**config.mk**
```make
export PLATFORM = sky130hd
export DESIGN_NAME = lifeg_row_mem
export DESIGN_NICKNAME = d
export VERILOG_FILES = /design/src/sv/life_automaton_grid_assert.svh /design/src/sv/lifeg_pkg.sv /design/src/sv/lifeg_row_mem.sv
export SDC_FILE = /design/constraint.sdc
export NUM_CORES = 2
export LEC_CHECK = 0
export BUFFER_PORTS_ARGS = -buffer_cell sky130_fd_sc_hd__buf_2
export CAP_MARGIN = 25
export CORE_ASPECT_RATIO = 1.4
export CORE_MARGIN = 3
export CORE_UTILIZATION = 55
export DETAILED_ROUTE_END_ITERATION = 12
export HOLD_SLACK_MARGIN = 0.12
export PLACE_DENSITY = 0.77
export SYNTH_ARGS = -nofsm -noshare
export SYNTH_HDL_FRONTEND = slang
export SYNTH_SLANG_ARGS = --single-unit
```
**constraint.sdc**
```tcl
create_clock -name clk -period 3 [get_ports clk]
set_input_delay 0.75 -clock clk [delete_from_list [all_inputs] [get_ports clk]]
set_output_delay 0.75 -clock clk [all_outputs]
set_load 0.005 [all_outputs]
```
**src/sv/life_automaton_grid_assert.svh**
```systemverilog
// Assertion macros shared by the grid RTL.
// They expect signals named clk and arst_n in the enclosing module.
`ifndef LIFE_AUTOMATON_GRID_ASSERT_SVH
`define LIFE_AUTOMATON_GRID_ASSERT_SVH

// The consequent must hold in the same cycle as the antecedent.
`define LIFEG_ASSERT_SAME(label, ante, cons, msg) \
	label: assert property (@(posedge clk) disable iff (!arst_n) (ante) |-> (cons)) \
		else $error(msg);

// The consequent must hold in the cycle after the antecedent.
`define LIFEG_ASSERT_NEXT(label, ante, cons, msg) \
	label: assert property (@(posedge clk) disable iff (!arst_n) (ante) |=> (cons)) \
		else $error(msg);

`endif

```
**src/sv/lifeg_pkg.sv**
```systemverilog
`timescale 1ns / 1ps

package lifeg_pkg;

	// Grid capacity.
	localparam int MAX_ROWS = 64;
	localparam int MAX_COLS = 64;
	localparam int ROW_W = $clog2(MAX_ROWS);
	localparam int COL_W = $clog2(MAX_COLS);
	// Clamped sizes must be able to hold the maximum itself.
	localparam int NR_W = ROW_W + 1;
	localparam int NC_W = COL_W + 1;

	// Configuration port.
	localparam int CFG_W = 7;
	localparam int CFG_IDX_W = 2;
	localparam logic [CFG_IDX_W-1:0] CFG_USED_ROWS = 2'd0;
	localparam logic [CFG_IDX_W-1:0] CFG_USED_COLS = 2'd1;
	localparam logic [CFG_W-1:0] CFG_ROWS_RESET = 7'd64;
	localparam logic [CFG_W-1:0] CFG_COLS_RESET = 7'd64;

	// Operation codes.
	typedef enum logic [1:0] {
		OP_WRITE = 2'd0,
		OP_READ  = 2'd1,
		OP_STEP  = 2'd2,
		OP_NONE  = 2'd3
	} op_t;

	// One request.
	typedef struct packed {
		op_t        op;
		logic [5:0] row;
		logic [5:0] col;
		logic       cell_value;
	} cmd_t;

	// One result.
	typedef struct packed {
		logic cell_alive;
		logic status;
	} rsp_t;

	// Access to the row memory in a given cycle.
	typedef struct packed {
		logic                rd_en;
		logic [ROW_W-1:0]    raddr;
		logic                wr_en;
		logic [ROW_W-1:0]    waddr;
		logic [MAX_COLS-1:0] wdata;
	} mem_req_t;

	typedef logic [MAX_COLS-1:0] row_vec_t;

	// A size of zero acts as one, a size above the capacity acts as the capacity.
	function automatic logic [NR_W-1:0] clamp_rows(logic [CFG_W-1:0] v);
		logic [NR_W-1:0] r;
		if (v == '0) begin
			r = NR_W'(1);
		end else if (32'(v) > MAX_ROWS) begin
			r = NR_W'(MAX_ROWS);
		end else begin
			r = NR_W'(v);
		end
		return r;
	endfunction

	function automatic logic [NC_W-1:0] clamp_cols(logic [CFG_W-1:0] v);
		logic [NC_W-1:0] r;
		if (v == '0) begin
			r = NC_W'(1);
		end else if (32'(v) > MAX_COLS) begin
			r = NC_W'(MAX_COLS);
		end else begin
			r = NC_W'(v);
		end
		return r;
	endfunction

endpackage

```
**src/sv/lifeg_row_mem.sv**
```systemverilog
`timescale 1ns / 1ps

// Grid storage: one memory word per grid row, with a valid bit per row so
// that rows never written since reset read as all dead.
module lifeg_row_mem (
	input  logic                clk,
	input  logic                arst_n,
	input  lifeg_pkg::mem_req_t mreq,
	output lifeg_pkg::row_vec_t rd_row
);

	logic [lifeg_pkg::MAX_COLS-1:0] mem [lifeg_pkg::MAX_ROWS];
	logic [lifeg_pkg::MAX_COLS-1:0] rdata_q;
	logic [lifeg_pkg::MAX_ROWS-1:0] row_valid_q;
	logic                           rvalid_q;

	// Synchronous memory, one write port and one read port.
	always_ff @(posedge clk) begin
		if (mreq.wr_en) begin
			mem[mreq.waddr] <= mreq.wdata;
		end
		if (mreq.rd_en) begin
			rdata_q <= mem[mreq.raddr];
		end
	end

	// Row valid bits are cleared at once by reset and set by the first write.
	always_ff @(posedge clk or negedge arst_n) begin
		if (!arst_n) begin
			row_valid_q <= '0;
			rvalid_q <= 1'b0;
		end else begin
			if (mreq.wr_en) begin
				row_valid_q[mreq.waddr] <= 1'b1;
			end
			if (mreq.rd_en) begin
				rvalid_q <= row_valid_q[mreq.raddr];
			end
		end
	end

	// A row that was never written reads as all dead.
	assign rd_row = rvalid_q ? rdata_q : '0;

endmodule

```
==> run summary <==
Relative slew margins -> 26.5%
Status -> completed
Endpoints failing setup -> 0
CTS root buf -> clkbuf_16
Setup Skew -> 0.0531 ns
Finished Cell Area -> 184,000 um^2
Num CTS Buffers -> 364
Layout cells sized above 1 -> 35.8%
Remaining antenna violation count after routing -> 0
CTS tree -> yes
Worst Max-Slew Pin Slew -> 1.10 ns
Crit path cell chain -> and2_1 > buf_2
Post_cts resized -> 0
Clk sinks -> 4,225
Area leader, netlist -> edfxtp_1
Slew Limit Fails -> 0
Sequential cell area -> 127,000 um^2
DR WL/cell -> 44.8 um
Congestion Overflow GR -> 0
Max Freq -> 349 MHz
Final hold vios -> 0
Buf/Inv on CP -> 1
Post-synthesis cell area -> 160,000 um^2
Nets@finish -> 7,117
FILL cells -> 16,800
Slowest CP cell -> edfxtp_1
Top Ports -> 144
Die W -> 462 um
Largest net degree at the start of global routing -> 65
First-pass GRT wire length -> 683,000 um
Critical path endpoint category -> output pin
Initial antenna violation count -> 54
Unrepaired setup endpoints after global routing -> false
Residual DRC -> 0
#FFs+latches synth -> 4,225
CP arrival -> 2.11 ns
Max-cap violations -> 0
Min-delay worst type -> input pin to flip-flop
Area after DPL -> 172,000 um^2
Clock power share -> 39.3%
Gate power share -> 5.5%
Starting DRT DRC Count -> 14,900
Input/output buffers -> 143
Sw Share -> 21.5%
Initial core utilization -> 55.4%
Synth-to-Final Area Change -> 15.0%
Pwr Density -> 650 nW/um^2
Die height -> 644 um
Deepest clock path buffer count -> 4
Via Count -> 81,400
Switching power -> 25.7 mW
Area share of the largest cell type after synthesis -> 78.2%
DP HPWL -> 246,000 um
Synth cell types -> 29
Final period util -> 95.5%
H-Tree Level Count -> 5
Worst Path Max Fanout -> 1
Core outline area -> 288,000 um^2
DR vias/cell -> 7.30
Worst skew pair latency -> 0.93 ns
Router iterations before antenna repair -> 8
Number of enable flip-flop cells after synthesis -> 4,160
Post-layout min period -> 2.86 ns
Vias in the first global route -> 83,100
Family with the most delay on the worst path -> flip-flops
Full die area -> 297,000 um^2
Worst VDD drop -> 0.000548 V
Layout Utilization -> 63.7%
P_int -> 93.8 mW
Gpl congestion -> 0.800
Cell row count -> 233
Overall power -> 119 mW
CP required -> 2.25 ns
Ys flop type -> edfxtp_1
Worst setup margin -> 0.135 ns
Syn nets -> 6,390
Setup Slack @ Placement -> -0.389 ns
Critical path class -> flip-flop to output pin
Area of the multi-input gates -> 32,300 um^2
Fraction of registers with async set/reset -> 1.54%
Mean Syn Cell Area -> 25.3 um^2
Worst path max stage delay -> 0.85 ns
Synth warn -> 0
Gr usage total -> 33.9%
Post-Syn Instances -> 6,310
Synth top area cells -> edfxtp_1, mux4_2, dfrtp_1
Final wirelength -> 499,000 um
Clk pin slew, worst setup/hold paths -> 0.07 ns
Flop pwr share -> 55.2%
P_leak -> 57.8 nW
Startpoint Class -> flip-flop
Sequential element share of the synthesized area -> 79.2%
==> cell usage in the layout, fill, tap and decap left out, types with 63 or more instances in the layout <==
cell / instances
edfxtp_1: 4160
mux4_2: 1289
clkbuf_16: 372
buf_12: 288
buf_4: 262
buf_2: 138
a22oi_1: 132
clkinv_1: 78
clkbuf_1: 75
nand2_1: 72
clkinv_2: 67
and2_1: 64
or2_2: 64
dfrtp_1: 64
nor2_4: 63
==> what timing repair did <==
item / 4_1_cts / 5_1_grt
setup buffers: 4 / 0
endpoints found under the hold margin: 33 / 4
endpoints found under the setup margin: 64 / 0
hold buffers: 1 / 3
==> power groups by stage <==
stage / logic (mW) / registers, mW / clock network [mW]
after floorplan: 3.44 / 66.9 / 0
after global placement: 5.87 / 67.2 / 0
after detailed placement: 6.08 / 67.2 / 0
after CTS: 6.39 / 66.0 / 47.1
after global routing: 6.76 / 66.0 / 49.0
final: 6.52 / 66.0 / 47.0
==> metrics by stage <==
step / std cells / hold WS (ns) / setup TNS [ns]
after floorplan: 6310 / 0.434 / -406.25
after global placement: 10400 / 0.444 / -10.32
after detailed placement: 10400 / 0.448 / -11.82
after CTS: 11100 / 0.213 / 0
after global routing: 11100 / 0.192 / 0
final: 11100 / 0.198 / 0
==> final cells by class <==
cell class              instances  area share [%]
inverters                       3         0.00613
clock buffers                 451            5.25
well taps                    3760            2.56
repair buffers                695            4.63
flip-flops and latches       4225            68.9
diodes                         48          0.0654
multi-input cells            1748            17.6
clock inverters               207            1.01
==> Yosys cell counts (all sizes together), types with 2 or more instances <==
| library cell | instances |
|---|---|
| or2 | 65 |
| nand2b | 3 |
| nor2 | 68 |
| nand3b | 2 |
| mux4 | 1289 |
| dfrtp | 65 |
| and2 | 65 |
| buf | 152 |
| clkbuf | 182 |
| mux2i | 20 |
| a31oi | 2 |
| nand2 | 74 |
| nor3 | 2 |
| inv | 3 |
| a22oi | 132 |
| nand3 | 10 |
| nor2b | 7 |
| a311oi | 2 |
| edfxtp | 4160 |
==> metal layers <==
metal | global-route usage, % | share of wire (%) | up-vias
met5 | 0.164 | 0.058 | -
met2 | 54.3 | 49 | 8250
met1 | 42.1 | 29 | 42100
met4 | 19.9 | 7.4 | 34
met3 | 8.77 | 14 | 2016
li1 | - | - | 28900
==> logic make-up after synthesis <==
group | after synthesis | synth area share, %
compound gates | 139 | 0.653
buf+inv | 337 | 0.900
flops | 4225 | 79.2
mux | 1309 | 18.3
simple gates | 300 | 0.948
==> worst paths after layout <==
check | start | slack (ns) | depth (start not counted) | end
max in group asynchronous | arst_n | 1.56 | 3 | row_valid_q[59]$_DFFE_PN0P_
setup / recovery | rdata_q[51]$_DFFE_PP_ | 0.14 | 2 | rd_row[51]
min in group asynchronous | arst_n | 0.46 | 2 | row_valid_q[35]$_DFFE_PN0P_
hold reg to reg | row_valid_q[62]$_DFFE_PN0P_ | 0.46 | 1 | row_valid_q[62]$_DFFE_PN0P_
setup reg to reg | mem[45][11]$_DFFE_PP_ | 0.74 | 5 | rdata_q[11]$_DFFE_PP_
hold / removal | mreq[11] | 0.20 | 1 | mem[24][11]$_DFFE_PP_
==> worst reg2reg max path: stages, from the launching register on <==
cell and delay, ns:
edfxtp_1 0.44, mux4_2 0.53, mux4_2 0.48, a22oi_1 0.33, buf_4 0.19, nand2_1 0.06
==> flip-flops by register name, summed over array words and instances, names as in the netlist <==
| name | count |
|---|---|
| row_valid_q | 64 |
| rdata_q | 64 |
| mem | 4096 |
| rvalid_q | 1 |
Note: power is estimated with default switching activity, not from simulation.
