`config.mk`:
```
export PLATFORM = sky130hd
export DESIGN_NAME = lifeg_rule
export DESIGN_NICKNAME = d
export VERILOG_FILES = /design/src/sv/life_automaton_grid_assert.svh /design/src/sv/lifeg_pkg.sv /design/src/sv/lifeg_rule.sv
export SDC_FILE = /design/constraint.sdc
export NUM_CORES = 1
export LEC_CHECK = 0
export BUFFER_PORTS_ARGS = -buffer_cell sky130_fd_sc_hd__buf_2
export CAP_MARGIN = 20
export CORE_MARGIN = 2
export CORE_UTILIZATION = 60
export DETAILED_ROUTE_END_ITERATION = 16
export GPL_TIMING_DRIVEN = 0
export PLACE_DENSITY = 0.89
export SYNTH_ARGS = -nofsm -noshare
export SYNTH_HDL_FRONTEND = slang
export SYNTH_SLANG_ARGS = --single-unit
```
`constraint.sdc`:
```
create_clock -name vclk -period 6.25
set_input_delay 0.625 -clock vclk [all_inputs]
set_output_delay 0.625 -clock vclk [all_outputs]
set_load 0.05 [all_outputs]
```
`src/sv/life_automaton_grid_assert.svh`:
```
// Assertion macros shared by the grid RTL.
// They expect signals named clk and arst_n in the enclosing module.
`ifndef LIFE_AUTOMATON_GRID_ASSERT_SVH
`define LIFE_AUTOMATON_GRID_ASSERT_SVH

// The consequent must hold in the same cycle as the antecedent.
`define LIFEG_ASSERT_SAME(label, ante, cons, msg) \
	label: assert property (@(posedge clk) disable iff (!arst_n) (ante) |-> (cons)) \
		else $error(msg);

// The consequent must hold in the cycle after the antecedent.
`define LIFEG_ASSERT_NEXT(label, ante, cons, msg) \
	label: assert property (@(posedge clk) disable iff (!arst_n) (ante) |=> (cons)) \
		else $error(msg);

`endif

```
`src/sv/lifeg_pkg.sv`:
```
`timescale 1ns / 1ps

package lifeg_pkg;

	// Grid capacity.
	localparam int MAX_ROWS = 64;
	localparam int MAX_COLS = 64;
	localparam int ROW_W = $clog2(MAX_ROWS);
	localparam int COL_W = $clog2(MAX_COLS);
	// Clamped sizes must be able to hold the maximum itself.
	localparam int NR_W = ROW_W + 1;
	localparam int NC_W = COL_W + 1;

	// Configuration port.
	localparam int CFG_W = 7;
	localparam int CFG_IDX_W = 2;
	localparam logic [CFG_IDX_W-1:0] CFG_USED_ROWS = 2'd0;
	localparam logic [CFG_IDX_W-1:0] CFG_USED_COLS = 2'd1;
	localparam logic [CFG_W-1:0] CFG_ROWS_RESET = 7'd64;
	localparam logic [CFG_W-1:0] CFG_COLS_RESET = 7'd64;

	// Operation codes.
	typedef enum logic [1:0] {
		OP_WRITE = 2'd0,
		OP_READ  = 2'd1,
		OP_STEP  = 2'd2,
		OP_NONE  = 2'd3
	} op_t;

	// One request.
	typedef struct packed {
		op_t        op;
		logic [5:0] row;
		logic [5:0] col;
		logic       cell_value;
	} cmd_t;

	// One result.
	typedef struct packed {
		logic cell_alive;
		logic status;
	} rsp_t;

	// Access to the row memory in a given cycle.
	typedef struct packed {
		logic                rd_en;
		logic [ROW_W-1:0]    raddr;
		logic                wr_en;
		logic [ROW_W-1:0]    waddr;
		logic [MAX_COLS-1:0] wdata;
	} mem_req_t;

	typedef logic [MAX_COLS-1:0] row_vec_t;

	// A size of zero acts as one, a size above the capacity acts as the capacity.
	function automatic logic [NR_W-1:0] clamp_rows(logic [CFG_W-1:0] v);
		logic [NR_W-1:0] r;
		if (v == '0) begin
			r = NR_W'(1);
		end else if (32'(v) > MAX_ROWS) begin
			r = NR_W'(MAX_ROWS);
		end else begin
			r = NR_W'(v);
		end
		return r;
	endfunction

	function automatic logic [NC_W-1:0] clamp_cols(logic [CFG_W-1:0] v);
		logic [NC_W-1:0] r;
		if (v == '0) begin
			r = NC_W'(1);
		end else if (32'(v) > MAX_COLS) begin
			r = NC_W'(MAX_COLS);
		end else begin
			r = NC_W'(v);
		end
		return r;
	endfunction

endpackage

```
`src/sv/lifeg_rule.sv`:
```
`timescale 1ns / 1ps

// Next value of one whole grid row under the B3/S23 rule. Columns outside
// the used width count as dead neighbors and keep their old value.
module lifeg_rule (
	input  lifeg_pkg::row_vec_t above,
	input  lifeg_pkg::row_vec_t cur,
	input  lifeg_pkg::row_vec_t below,
	input  lifeg_pkg::row_vec_t col_mask,
	output lifeg_pkg::row_vec_t next_row
);

	localparam int W = lifeg_pkg::MAX_COLS;

	logic [W+1:0] ap;
	logic [W+1:0] cp;
	logic [W+1:0] bp;

	// Pad each row with a dead cell on both sides.
	assign ap = {1'b0, above & col_mask, 1'b0};
	assign cp = {1'b0, cur & col_mask, 1'b0};
	assign bp = {1'b0, below & col_mask, 1'b0};

	// Count the eight neighbors of each cell and apply the rule.
	always_comb begin
		logic [3:0] n;
		logic       alive;
		next_row = cur;
		for (int c = 0; c < W; c++) begin
			n = 4'(ap[c]) + 4'(ap[c+1]) + 4'(ap[c+2])
				+ 4'(cp[c]) + 4'(cp[c+2])
				+ 4'(bp[c]) + 4'(bp[c+1]) + 4'(bp[c+2]);
			alive = cur[c] ? (n == 4'd2 || n == 4'd3) : (n == 4'd3);
			next_row[c] = col_mask[c] ? alive : cur[c];
		end
	end

endmodule

```
==> metrics.txt, run 1 <==
# TYPE chip_impl_metric gauge
chip_impl_metric{name="detailroute.wirelength.met2",unit="mm"} 14.36
chip_impl_metric{name="total_power",unit="mW"} 2.148
chip_impl_metric{name="i_o_buffers",unit=""} 320
chip_impl_metric{name="synth_cell_types",unit=""} 26
chip_impl_metric{name="antenna_violating_nets_post_route",unit=""} 0
chip_impl_metric{name="syn-mean-instance-area",unit="um2"} 8.266
chip_impl_metric{name="synth_seq_area_share",unit="%"} 0
chip_impl_metric{name="area_of_the_core_region",unit="um2"} 19530
chip_impl_info{name="critical-path-top-cell-by-count",value="fa_1"} 1
chip_impl_metric{name="wl_met1",unit="mm"} 10.67
chip_impl_info{name="critPathKind",value="in -> out"} 1
chip_impl_metric{name="grt_first_pass_wirelength",unit="mm"} 48.16
chip_impl_metric{name="post-synth-top-area-fraction",unit="%"} 32.09
chip_impl_metric{name="layout.core_utilization",unit="%"} 71.36
chip_impl_metric{name="slowest_delay",unit="ps"} 520
chip_impl_metric{name="placed_cells_incl_taps",unit=""} 2034
chip_impl_metric{name="wl_per_cell",unit="um"} 13.47
chip_impl_metric{name="ios",unit=""} 320
chip_impl_metric{name="post_cts.repair.setup_buffers",unit=""} 0
chip_impl_metric{name="fmax",unit="MHz"} 217.6
chip_impl_info{name="final_common_cell",value="buf_2"} 1
chip_impl_metric{name="report.final.hold_viol_count",unit=""} 0
chip_impl_metric{name="max-cap-violations",unit=""} 0
chip_impl_metric{name="global_placer_s_final_weighted_congestion",unit=""} 0.8756
chip_impl_metric{name="cts_resized",unit=""} 0
chip_impl_metric{name="synth_nets",unit=""} 2088
chip_impl_metric{name="post_route_cells_drive_above_1_share",unit="%"} 18.54
chip_impl_info{name="timing.critical_path.from_type",value="input port"} 1
chip_impl_metric{name="vias",unit=""} 11020
chip_impl_info{name="top_signal_layer_used",value="met4"} 1
chip_impl_metric{name="slew_violations",unit=""} 0
chip_impl_info{name="yosys.area.top_type",value="fa_1"} 1
chip_impl_metric{name="postSynthCellCount",unit=""} 1449
chip_impl_metric{name="met3WireLength",unit="mm"} 1.200
chip_impl_metric{name="critPathRequiredTime",unit="ps"} 5620
chip_impl_metric{name="final_nets",unit=""} 2410
chip_impl_metric{name="crit_arrival",unit="ps"} 3970
chip_impl_info{name="path_cells",value="buf_2, nand2_1, xor2_1, ha_1, inv_1, fa_1, inv_1, fa_1, and3_2, fa_1, nor2_1, o21ai_0, a222oi_1, buf_2"} 1
chip_impl_metric{name="seqCellArea",unit="um2"} 0
chip_impl_metric{name="die_x_extent",unit="um"} 145.3
chip_impl_metric{name="drt_drc_violations_left",unit=""} 0
chip_impl_metric{name="finalWirelength",unit="mm"} 27.51
chip_impl_metric{name="grt_start_max_net_pins",unit=""} 8
chip_impl_metric{name="globalRouteOverflowTotal",unit=""} 0
chip_impl_info{name="synth_top_cells_by_area",value="fa_1, ha_1, inv_1"} 1
chip_impl_metric{name="grt_pass1_vias",unit=""} 11540
chip_impl_info{name="unrepaired_setup_endpoints_after_global_routing",value="no"} 1
chip_impl_metric{name="period_needed",unit="ps"} 4595
chip_impl_metric{name="leakagePower",unit="nW"} 7.974
chip_impl_metric{name="synth_warnings",unit=""} 0
chip_impl_metric{name="path_max_fanout",unit=""} 6
chip_impl_metric{name="cts_hold_buf",unit=""} 0
chip_impl_metric{name="relative_slew_slack",unit="%"} 80.78
chip_impl_metric{name="row_count",unit=""} 51
chip_impl_metric{name="n_sequential_cell",unit=""} 0
chip_impl_metric{name="worstMarginPinSlew",unit="ps"} 284.3
chip_impl_metric{name="grt_util_all_layers",unit="%"} 26.10
chip_impl_metric{name="power_density",unit="nW/um2"} 154.2
chip_impl_metric{name="final-instance-count-excl-fill",unit=""} 2043
chip_impl_info{name="outcome",value="complete, no violations"} 1
chip_impl_metric{name="post-route-period-util",unit="%"} 73.51
chip_impl_metric{name="start_util",unit="%"} 61.34
chip_impl_info{name="final_cell_mix",value="buf_2, inv_1, fa_1"} 1
chip_impl_metric{name="drtIter0Drc",unit=""} 266
chip_impl_metric{name="totalNegativeSetupSlack",unit="ps"} 0
chip_impl_metric{name="dr.pass1.iters",unit=""} 5
chip_impl_metric{name="area.growth.synth_to_final",unit="%"} 16.33
chip_impl_metric{name="dpl_hpwl",unit="mm"} 25.39
chip_impl_metric{name="num-clock-buffers",unit=""} 0
chip_impl_metric{name="mappedNetlistArea",unit="um2"} 11980
chip_impl_metric{name="vdd.ir_drop.worst",unit="mV"} 0.1039
chip_impl_metric{name="die_height",unit="um"} 145.3
chip_impl_metric{name="fp.dieArea",unit="um2"} 21110
chip_impl_metric{name="report.final.setup_viol",unit=""} 0
chip_impl_info{name="critical_path.endpoint_type",value="output pin"} 1
chip_impl_info{name="hold_path_class",value="in -> out"} 1
chip_impl_metric{name="number_of_antenna_violations_at_the_first_check_in_global_routing",unit=""} 8
chip_impl_info{name="slowest_stage",value="fa_1"} 1
chip_impl_metric{name="vias_per_cell",unit=""} 5.392
## layout make-up
class | count | area (um2)
multi-input cells | 1194 | 11020
diodes | 9 | 22.52
inverters | 255 | 957.2
fillers | 1542 | 5593
well taps | 265 | 331.6
repair buffers | 320 | 1602
## synth_stat cells, drive strengths merged
cell,number
a21oi,126
a221oi,3
a222oi,1
a31o,2
a31oi,1
and2,68
and3,61
fa,192
ha,191
inv,255
nand2,134
nand2b,5
nand3,110
nand3b,53
nor2,12
nor4b,1
o21ai,62
o21bai,58
or3b,1
xnor2,55
xor2,58
## path summary, 6_finish.rpt
check	endpoint	cells past startpoint	from	slack, ps
worst max-delay path	next_row[5]	14	col_mask[5]	1660
worst min-delay path	next_row[63]	3	col_mask[63]	1620
## metrics by stage
step                area (um2)  setup WS, ps  hold slack [ps]
floorplan                11980          1335             1530
global placement         13910          1789             1613
detailed placement       13910          1667             1621
CTS                      13910          1652             1622
global route             13930          1487             1643
finish                   13930          1655             1622
## metal layers
layer  GRT usage, %  vias to the layer above
met5              0                        -
met4          11.18                        0
met3          2.453                       92
met2          50.05                      296
met1          29.22                     5156
li1               -                     5471
## power breakdown
group	internal [mW]	total (mW)	switching (mW)
clock network	0.000000193	0.000000193	0
registers	0	0	0
logic	0.815	2.15	1.33
## kinds of logic after synthesis
| group | Yosys count | synth area share [%] |
|---|---|---|
| simple gates | 445 | 19.68 |
| fa+ha+maj | 383 | 52.04 |
| buf+inv | 255 | 7.991 |
| compound gates | 253 | 12.02 |
| xor+xnor | 113 | 8.263 |
## worst max-delay path: cells and delay by family
family,cells,cell delay [ps]
fa+ha+maj,4,1680
simple gates,3,550
compound gates,2,330
buf+inv,4,590
xor+xnor,1,190
(Power assumes the default switching activity.)
==> inputs of run 2 (changes only) <==
--- a/config.mk
+++ b/config.mk
@@ -8,10 +8,10 @@
 export BUFFER_PORTS_ARGS = -buffer_cell sky130_fd_sc_hd__buf_2
 export CAP_MARGIN = 20
 export CORE_MARGIN = 2
-export CORE_UTILIZATION = 60
+export CORE_UTILIZATION = 51
 export DETAILED_ROUTE_END_ITERATION = 16
 export GPL_TIMING_DRIVEN = 0
-export PLACE_DENSITY = 0.89
+export PLACE_DENSITY = 0.81
 export SYNTH_ARGS = -nofsm -noshare
 export SYNTH_HDL_FRONTEND = slang
 export SYNTH_SLANG_ARGS = --single-unit
==> constraint.sdc (replaced) <==
create_clock -name vclk -period 3.9
set_input_delay 0.39 -clock vclk [all_inputs]
set_output_delay 0.39 -clock vclk [all_outputs]
set_load 0.05 [all_outputs]
==> run 2 against run 1 <==
Non-clock buffer count up 7. First-iteration DRC count up 43%. Core utilization down 5.0 points. Clock-buffer cell count unchanged. Global-route usage down 4.0 points. Wire length up 4.8%. Cell area up 11%. Total power up 85%. Worst hold slack worse by 530 ps. Combinational power up 85%. Critical endpoint is now next_row[10]. Largest cell class unchanged. Largest power group unchanged.
==> metrics.txt, run 2 (synthesized netlist as in run 1, its figures left out) <==
# TYPE chip_impl_metric gauge
chip_impl_metric{name="final_nets",unit=""} 2417
chip_impl_info{name="final_cell_mix",value="inv_1, buf_2, ha_1"} 1
chip_impl_metric{name="vias_per_cell",unit=""} 5.312
chip_impl_metric{name="max-cap-violations",unit=""} 0
chip_impl_info{name="outcome",value="complete, no violations"} 1
chip_impl_metric{name="die_height",unit="um"} 157.3
chip_impl_metric{name="drtIter0Drc",unit=""} 381
chip_impl_info{name="slowest_stage",value="fa_1"} 1
chip_impl_metric{name="row_count",unit=""} 56
chip_impl_metric{name="worstMarginPinSlew",unit="ps"} 270.1
chip_impl_metric{name="grt_first_pass_wirelength",unit="mm"} 46.84
chip_impl_metric{name="dr.pass1.iters",unit=""} 4
chip_impl_metric{name="grt_start_max_net_pins",unit=""} 8
chip_impl_metric{name="fmax",unit="MHz"} 261.7
chip_impl_metric{name="report.final.setup_viol",unit=""} 0
chip_impl_metric{name="grt_util_all_layers",unit="%"} 22.09
chip_impl_metric{name="die_x_extent",unit="um"} 157.3
chip_impl_metric{name="post_route_cells_drive_above_1_share",unit="%"} 29.00
chip_impl_metric{name="wl_per_cell",unit="um"} 13.69
chip_impl_metric{name="report.final.hold_viol_count",unit=""} 0
chip_impl_metric{name="layout.filler_cells",unit=""} 1830
chip_impl_metric{name="critPathRequiredTime",unit="ps"} 3510
chip_impl_info{name="final_common_cell",value="inv_1"} 1
chip_impl_metric{name="i_o_buffers",unit=""} 320
chip_impl_info{name="critical-path-top-cell-by-count",value="fa_1"} 1
chip_impl_metric{name="seqCellArea",unit="um2"} 0
chip_impl_metric{name="fp.dieArea",unit="um2"} 24730
chip_impl_metric{name="global_placer_s_final_weighted_congestion",unit=""} 0.8602
chip_impl_metric{name="crit_arrival",unit="ps"} 3430
chip_impl_metric{name="path_max_fanout",unit=""} 6
chip_impl_metric{name="hold_ws",unit="ps"} 1091
chip_impl_metric{name="ios",unit=""} 320
chip_impl_info{name="hold_path_class",value="in -> out"} 1
chip_impl_info{name="timing.critical_path.from_type",value="input port"} 1
chip_impl_metric{name="n_sequential_cell",unit=""} 0
chip_impl_metric{name="number_of_antenna_violations_at_the_first_check_in_global_routing",unit=""} 12
chip_impl_metric{name="period_needed",unit="ps"} 3822
chip_impl_metric{name="area.growth.synth_to_final",unit="%"} 28.82
chip_impl_metric{name="worst_hold_path.num_cells",unit=""} 3
chip_impl_metric{name="post-route-period-util",unit="%"} 97.99
chip_impl_metric{name="globalRouteOverflowTotal",unit=""} 0
chip_impl_metric{name="totalNegativeSetupSlack",unit="ps"} 0
chip_impl_metric{name="vdd.ir_drop.worst",unit="mV"} 0.1662
chip_impl_metric{name="cts_hold_buf",unit=""} 0
chip_impl_metric{name="dpl_hpwl",unit="mm"} 25.07
chip_impl_metric{name="vias",unit=""} 11190
chip_impl_metric{name="finalWirelength",unit="mm"} 28.83
chip_impl_metric{name="drt_drc_violations_left",unit=""} 0
chip_impl_metric{name="power_density",unit="nW/um2"} 257.9
chip_impl_metric{name="slowest_delay",unit="ps"} 500
chip_impl_metric{name="grt_pass1_vias",unit=""} 11120
chip_impl_metric{name="start_util",unit="%"} 51.49
chip_impl_metric{name="slew_violations",unit=""} 0
chip_impl_info{name="critPathKind",value="in -> out"} 1
chip_impl_info{name="path_cells",value="buf_2, nand2_4, xor2_1, ha_1, inv_1, fa_1, inv_1, fa_1, and3_1, fa_1, o21ai_0, nand3_1, a21oi_2, buf_6"} 1
chip_impl_metric{name="relative_slew_slack",unit="%"} 81.99
chip_impl_metric{name="leakagePower",unit="nW"} 8.359
chip_impl_metric{name="num-clock-buffers",unit=""} 0
chip_impl_metric{name="antenna_violating_nets_post_route",unit=""} 0
chip_impl_info{name="unrepaired_setup_endpoints_after_global_routing",value="yes"} 1
chip_impl_info{name="critical_path.endpoint_type",value="output pin"} 1
chip_impl_metric{name="area_of_the_core_region",unit="um2"} 23260
## run 2: cell count changes in the layout (fill, tap and decap cells not counted), sizes merged
cell | before | now
buf | 320 | 310
clkbuf | 0 | 17
diode | 9 | 11
## run 2: power by group
| part | total, mW | leakage (nW) | switching (mW) | internal, mW |
|---|---|---|---|---|
| clock | 0.000000378 | 0.0000697 | 0 | 0.000000378 |
| combinational | 3.98 | 8.36 | 2.31 | 1.67 |
| sequential | 0 | 0 | 0 | 0 |
## run 2: stage by stage
stage	worst slack, ps	cell area, um2	util (%)	std cells	total power [mW]
3_5_place_dp	-197.0	14240	61.24	2088	3.558
5_1_grt	-76.96	15420	66.29	2102	4.437
4_1_cts	2.129	14560	62.58	2088	3.724
3_3_place_gp	-123.8	14240	61.24	2088	3.400
2_1_floorplan	-427.7	12240	-	1449	2.733
6_report	78.23	15430	66.33	2106	3.979
## run 2: worst max-delay path, delay by kind of cell
kind	cells	cell delay [ps]
AO/OA/AOI/OAI	2	340
AND/OR/NAND/NOR	3	430
adder cells (fa/ha/maj)	4	1640
buffers and inverters	4	450
XOR/XNOR	1	180
## run 2: timing repair
item	CTS	global route
endpoints found under the setup margin	60	62
buffers inserted	0	7
pin swaps	5	45
resized for setup	117	261
## run 2: final cells by class
cell class	instances	area [um2]	area share [%]
Timing Repair Buffer	327	2113	13.70
Tap cell	319	399.1	2.587
Multi-Input combinational cell	1194	11930	77.34
Inverter	255	957.2	6.203
Antenna cell	11	27.53	0.1784
## run 2: worst paths after layout
check / startpoint / endpoint
min: col_mask[4] / next_row[4]
max: col_mask[10] / next_row[10]
## run 2: metal layers
layer,vias to the layer above,global-route usage (%),share of wire [%]
met5,-,0,0.14
li1,5492,-,-
met3,52,2.230,4.1
met2,247,42.00,53
met4,6,5.887,2.5
met1,5391,26.36,40
==> inputs of run 3 (changes only) <==
--- a/config.mk
+++ b/config.mk
@@ -11,6 +11,7 @@
 export CORE_UTILIZATION = 51
 export DETAILED_ROUTE_END_ITERATION = 16
 export GPL_TIMING_DRIVEN = 0
+export MAX_ROUTING_LAYER = met4
 export PLACE_DENSITY = 0.81
 export SYNTH_ARGS = -nofsm -noshare
 export SYNTH_HDL_FRONTEND = slang
==> run 3 against run 2 <==
Total power is essentially flat. Die area is the same. Global-route usage grew 0.65 points. Wire length is essentially flat. Core utilization grew 0.054 points. Largest cell class unchanged. Combinational power is essentially flat. Fmax is essentially flat. Via count is essentially flat. Setup slack is essentially flat. Clock-buffer cell count is the same. Critical endpoint unchanged.
==> metrics.txt, run 3 (synthesized netlist as in run 1, its figures left out) <==
# TYPE chip_impl_metric gauge
chip_impl_metric{name="crit_arrival",unit="ps"} 3430
chip_impl_metric{name="number_of_antenna_violations_at_the_first_check_in_global_routing",unit=""} 12
chip_impl_metric{name="ios",unit=""} 320
chip_impl_metric{name="final_nets",unit=""} 2417
chip_impl_metric{name="finalWirelength",unit="mm"} 28.83
chip_impl_metric{name="wl_per_cell",unit="um"} 13.67
chip_impl_metric{name="grt_first_pass_wirelength",unit="mm"} 46.84
chip_impl_metric{name="total_power",unit="mW"} 3.982
chip_impl_info{name="timing.critical_path.from_type",value="input port"} 1
chip_impl_metric{name="area_of_the_core_region",unit="um2"} 23260
chip_impl_info{name="critical_path.endpoint_type",value="output pin"} 1
chip_impl_info{name="hold_path_class",value="in -> out"} 1
chip_impl_metric{name="globalRouteOverflowTotal",unit=""} 0
chip_impl_metric{name="report.final.hold_viol_count",unit=""} 0
chip_impl_metric{name="fp.dieArea",unit="um2"} 24730
chip_impl_metric{name="leakagePower",unit="nW"} 8.358
chip_impl_metric{name="drt_drc_violations_left",unit=""} 0
chip_impl_metric{name="grt_start_max_net_pins",unit=""} 8
chip_impl_metric{name="num-clock-buffers",unit=""} 0
chip_impl_metric{name="post_route_cells_drive_above_1_share",unit="%"} 29.05
chip_impl_metric{name="die_height",unit="um"} 157.3
chip_impl_metric{name="cts_hold_buf",unit=""} 0
chip_impl_metric{name="layout.core_utilization",unit="%"} 66.38
chip_impl_metric{name="relative_slew_slack",unit="%"} 81.99
chip_impl_metric{name="i_o_buffers",unit=""} 320
chip_impl_metric{name="post-route-period-util",unit="%"} 97.99
chip_impl_metric{name="antenna_violating_nets_post_route",unit=""} 0
chip_impl_info{name="final_common_cell",value="inv_1"} 1
chip_impl_metric{name="multi_input_area",unit="um2"} 11940
chip_impl_metric{name="area.growth.synth_to_final",unit="%"} 28.93
chip_impl_metric{name="row_count",unit=""} 56
chip_impl_metric{name="seqCellArea",unit="um2"} 0
chip_impl_metric{name="path_max_fanout",unit=""} 6
chip_impl_metric{name="grt_util_all_layers",unit="%"} 22.74
chip_impl_metric{name="final-instance-count-excl-fill",unit=""} 2109
chip_impl_info{name="critPathKind",value="in -> out"} 1
chip_impl_metric{name="slew_violations",unit=""} 0
chip_impl_metric{name="die_x_extent",unit="um"} 157.3
chip_impl_info{name="unrepaired_setup_endpoints_after_global_routing",value="yes"} 1
chip_impl_metric{name="dpl_hpwl",unit="mm"} 25.07
chip_impl_metric{name="critPathRequiredTime",unit="ps"} 3510
chip_impl_metric{name="layout.filler_cells",unit=""} 1825
chip_impl_metric{name="dr.pass1.iters",unit=""} 4
chip_impl_metric{name="n_sequential_cell",unit=""} 0
chip_impl_metric{name="drtIter0Drc",unit=""} 413
chip_impl_metric{name="period_needed",unit="ps"} 3822
chip_impl_metric{name="hold_ws",unit="ps"} 1090
chip_impl_metric{name="vias",unit=""} 11180
chip_impl_metric{name="fmax",unit="MHz"} 261.7
chip_impl_metric{name="vdd.ir_drop.worst",unit="mV"} 0.1660
chip_impl_info{name="outcome",value="complete, no violations"} 1
chip_impl_metric{name="vias_per_cell",unit=""} 5.301
chip_impl_metric{name="placed_cells_incl_taps",unit=""} 2088
chip_impl_info{name="final_cell_mix",value="inv_1, buf_2, ha_1"} 1
chip_impl_metric{name="max-cap-violations",unit=""} 0
chip_impl_metric{name="report.final.setup_viol",unit=""} 0
chip_impl_metric{name="global_placer_s_final_weighted_congestion",unit=""} 0.8741
chip_impl_metric{name="power_density",unit="nW/um2"} 257.9
chip_impl_metric{name="worstMarginPinSlew",unit="ps"} 270.1
chip_impl_metric{name="start_util",unit="%"} 51.49
chip_impl_metric{name="grt_pass1_vias",unit=""} 11110
-- run 3: worst paths after layout --
kind	to	depth (start not counted)	slack [ps]	startpoint
min	next_row[4]	3	1090	col_mask[4]
max	next_row[10]	14	80	col_mask[10]
-- run 3: area by class of cell --
class              count  share of cell area, %
multi-input cells   1194                  77.31
diodes                14                 0.2269
well taps            319                  2.585
inverters            255                  6.198
repair buffers       327                  13.69
-- run 3: report_power, final --
part | leakage [nW] | internal [mW] | switching [mW]
registers | 0 | 0 | 0
logic | 8.36 | 1.67 | 2.31
clock network | 0.0000887 | 0.000000480 | 0
-- run 3: timing repair --
item | in CTS | in global routing
pin swaps | 5 | 45
buffers inserted | 0 | 7
resized for setup | 117 | 262
endpoints found under the setup margin | 60 | 62
-- run 3: per-layer routing --
| layer | part of all wire (%) | global-route usage, % | vias to the layer above |
|---|---|---|---|
| met5 | 0 | - | - |
| met4 | 2.5 | 5.887 | 0 |
| met3 | 4.1 | 2.093 | 50 |
| met2 | 53 | 41.98 | 241 |
| met1 | 40 | 26.47 | 5394 |
| li1 | - | - | 5495 |
-- run 3: through the flow --
step                setup slack, ps  cell area [um2]  setup TNS [ps]
floorplan                    -427.7            12240          -427.7
global placement             -123.8            14240           -1041
detailed placement           -197.0            14240           -4117
CTS                           2.129            14560               0
global route                 -77.12            15440          -217.1
finish                        78.38            15440               0
-- run 3: worst max-delay path: stages --
cell and delay (ps):
buf_2 160, nand2_4 90, xor2_1 180, ha_1 280, inv_1 50, fa_1 480
inv_1 60, fa_1 500, and3_1 190, fa_1 380, o21ai_0 160, nand3_1 140
a21oi_2 180, buf_6 180
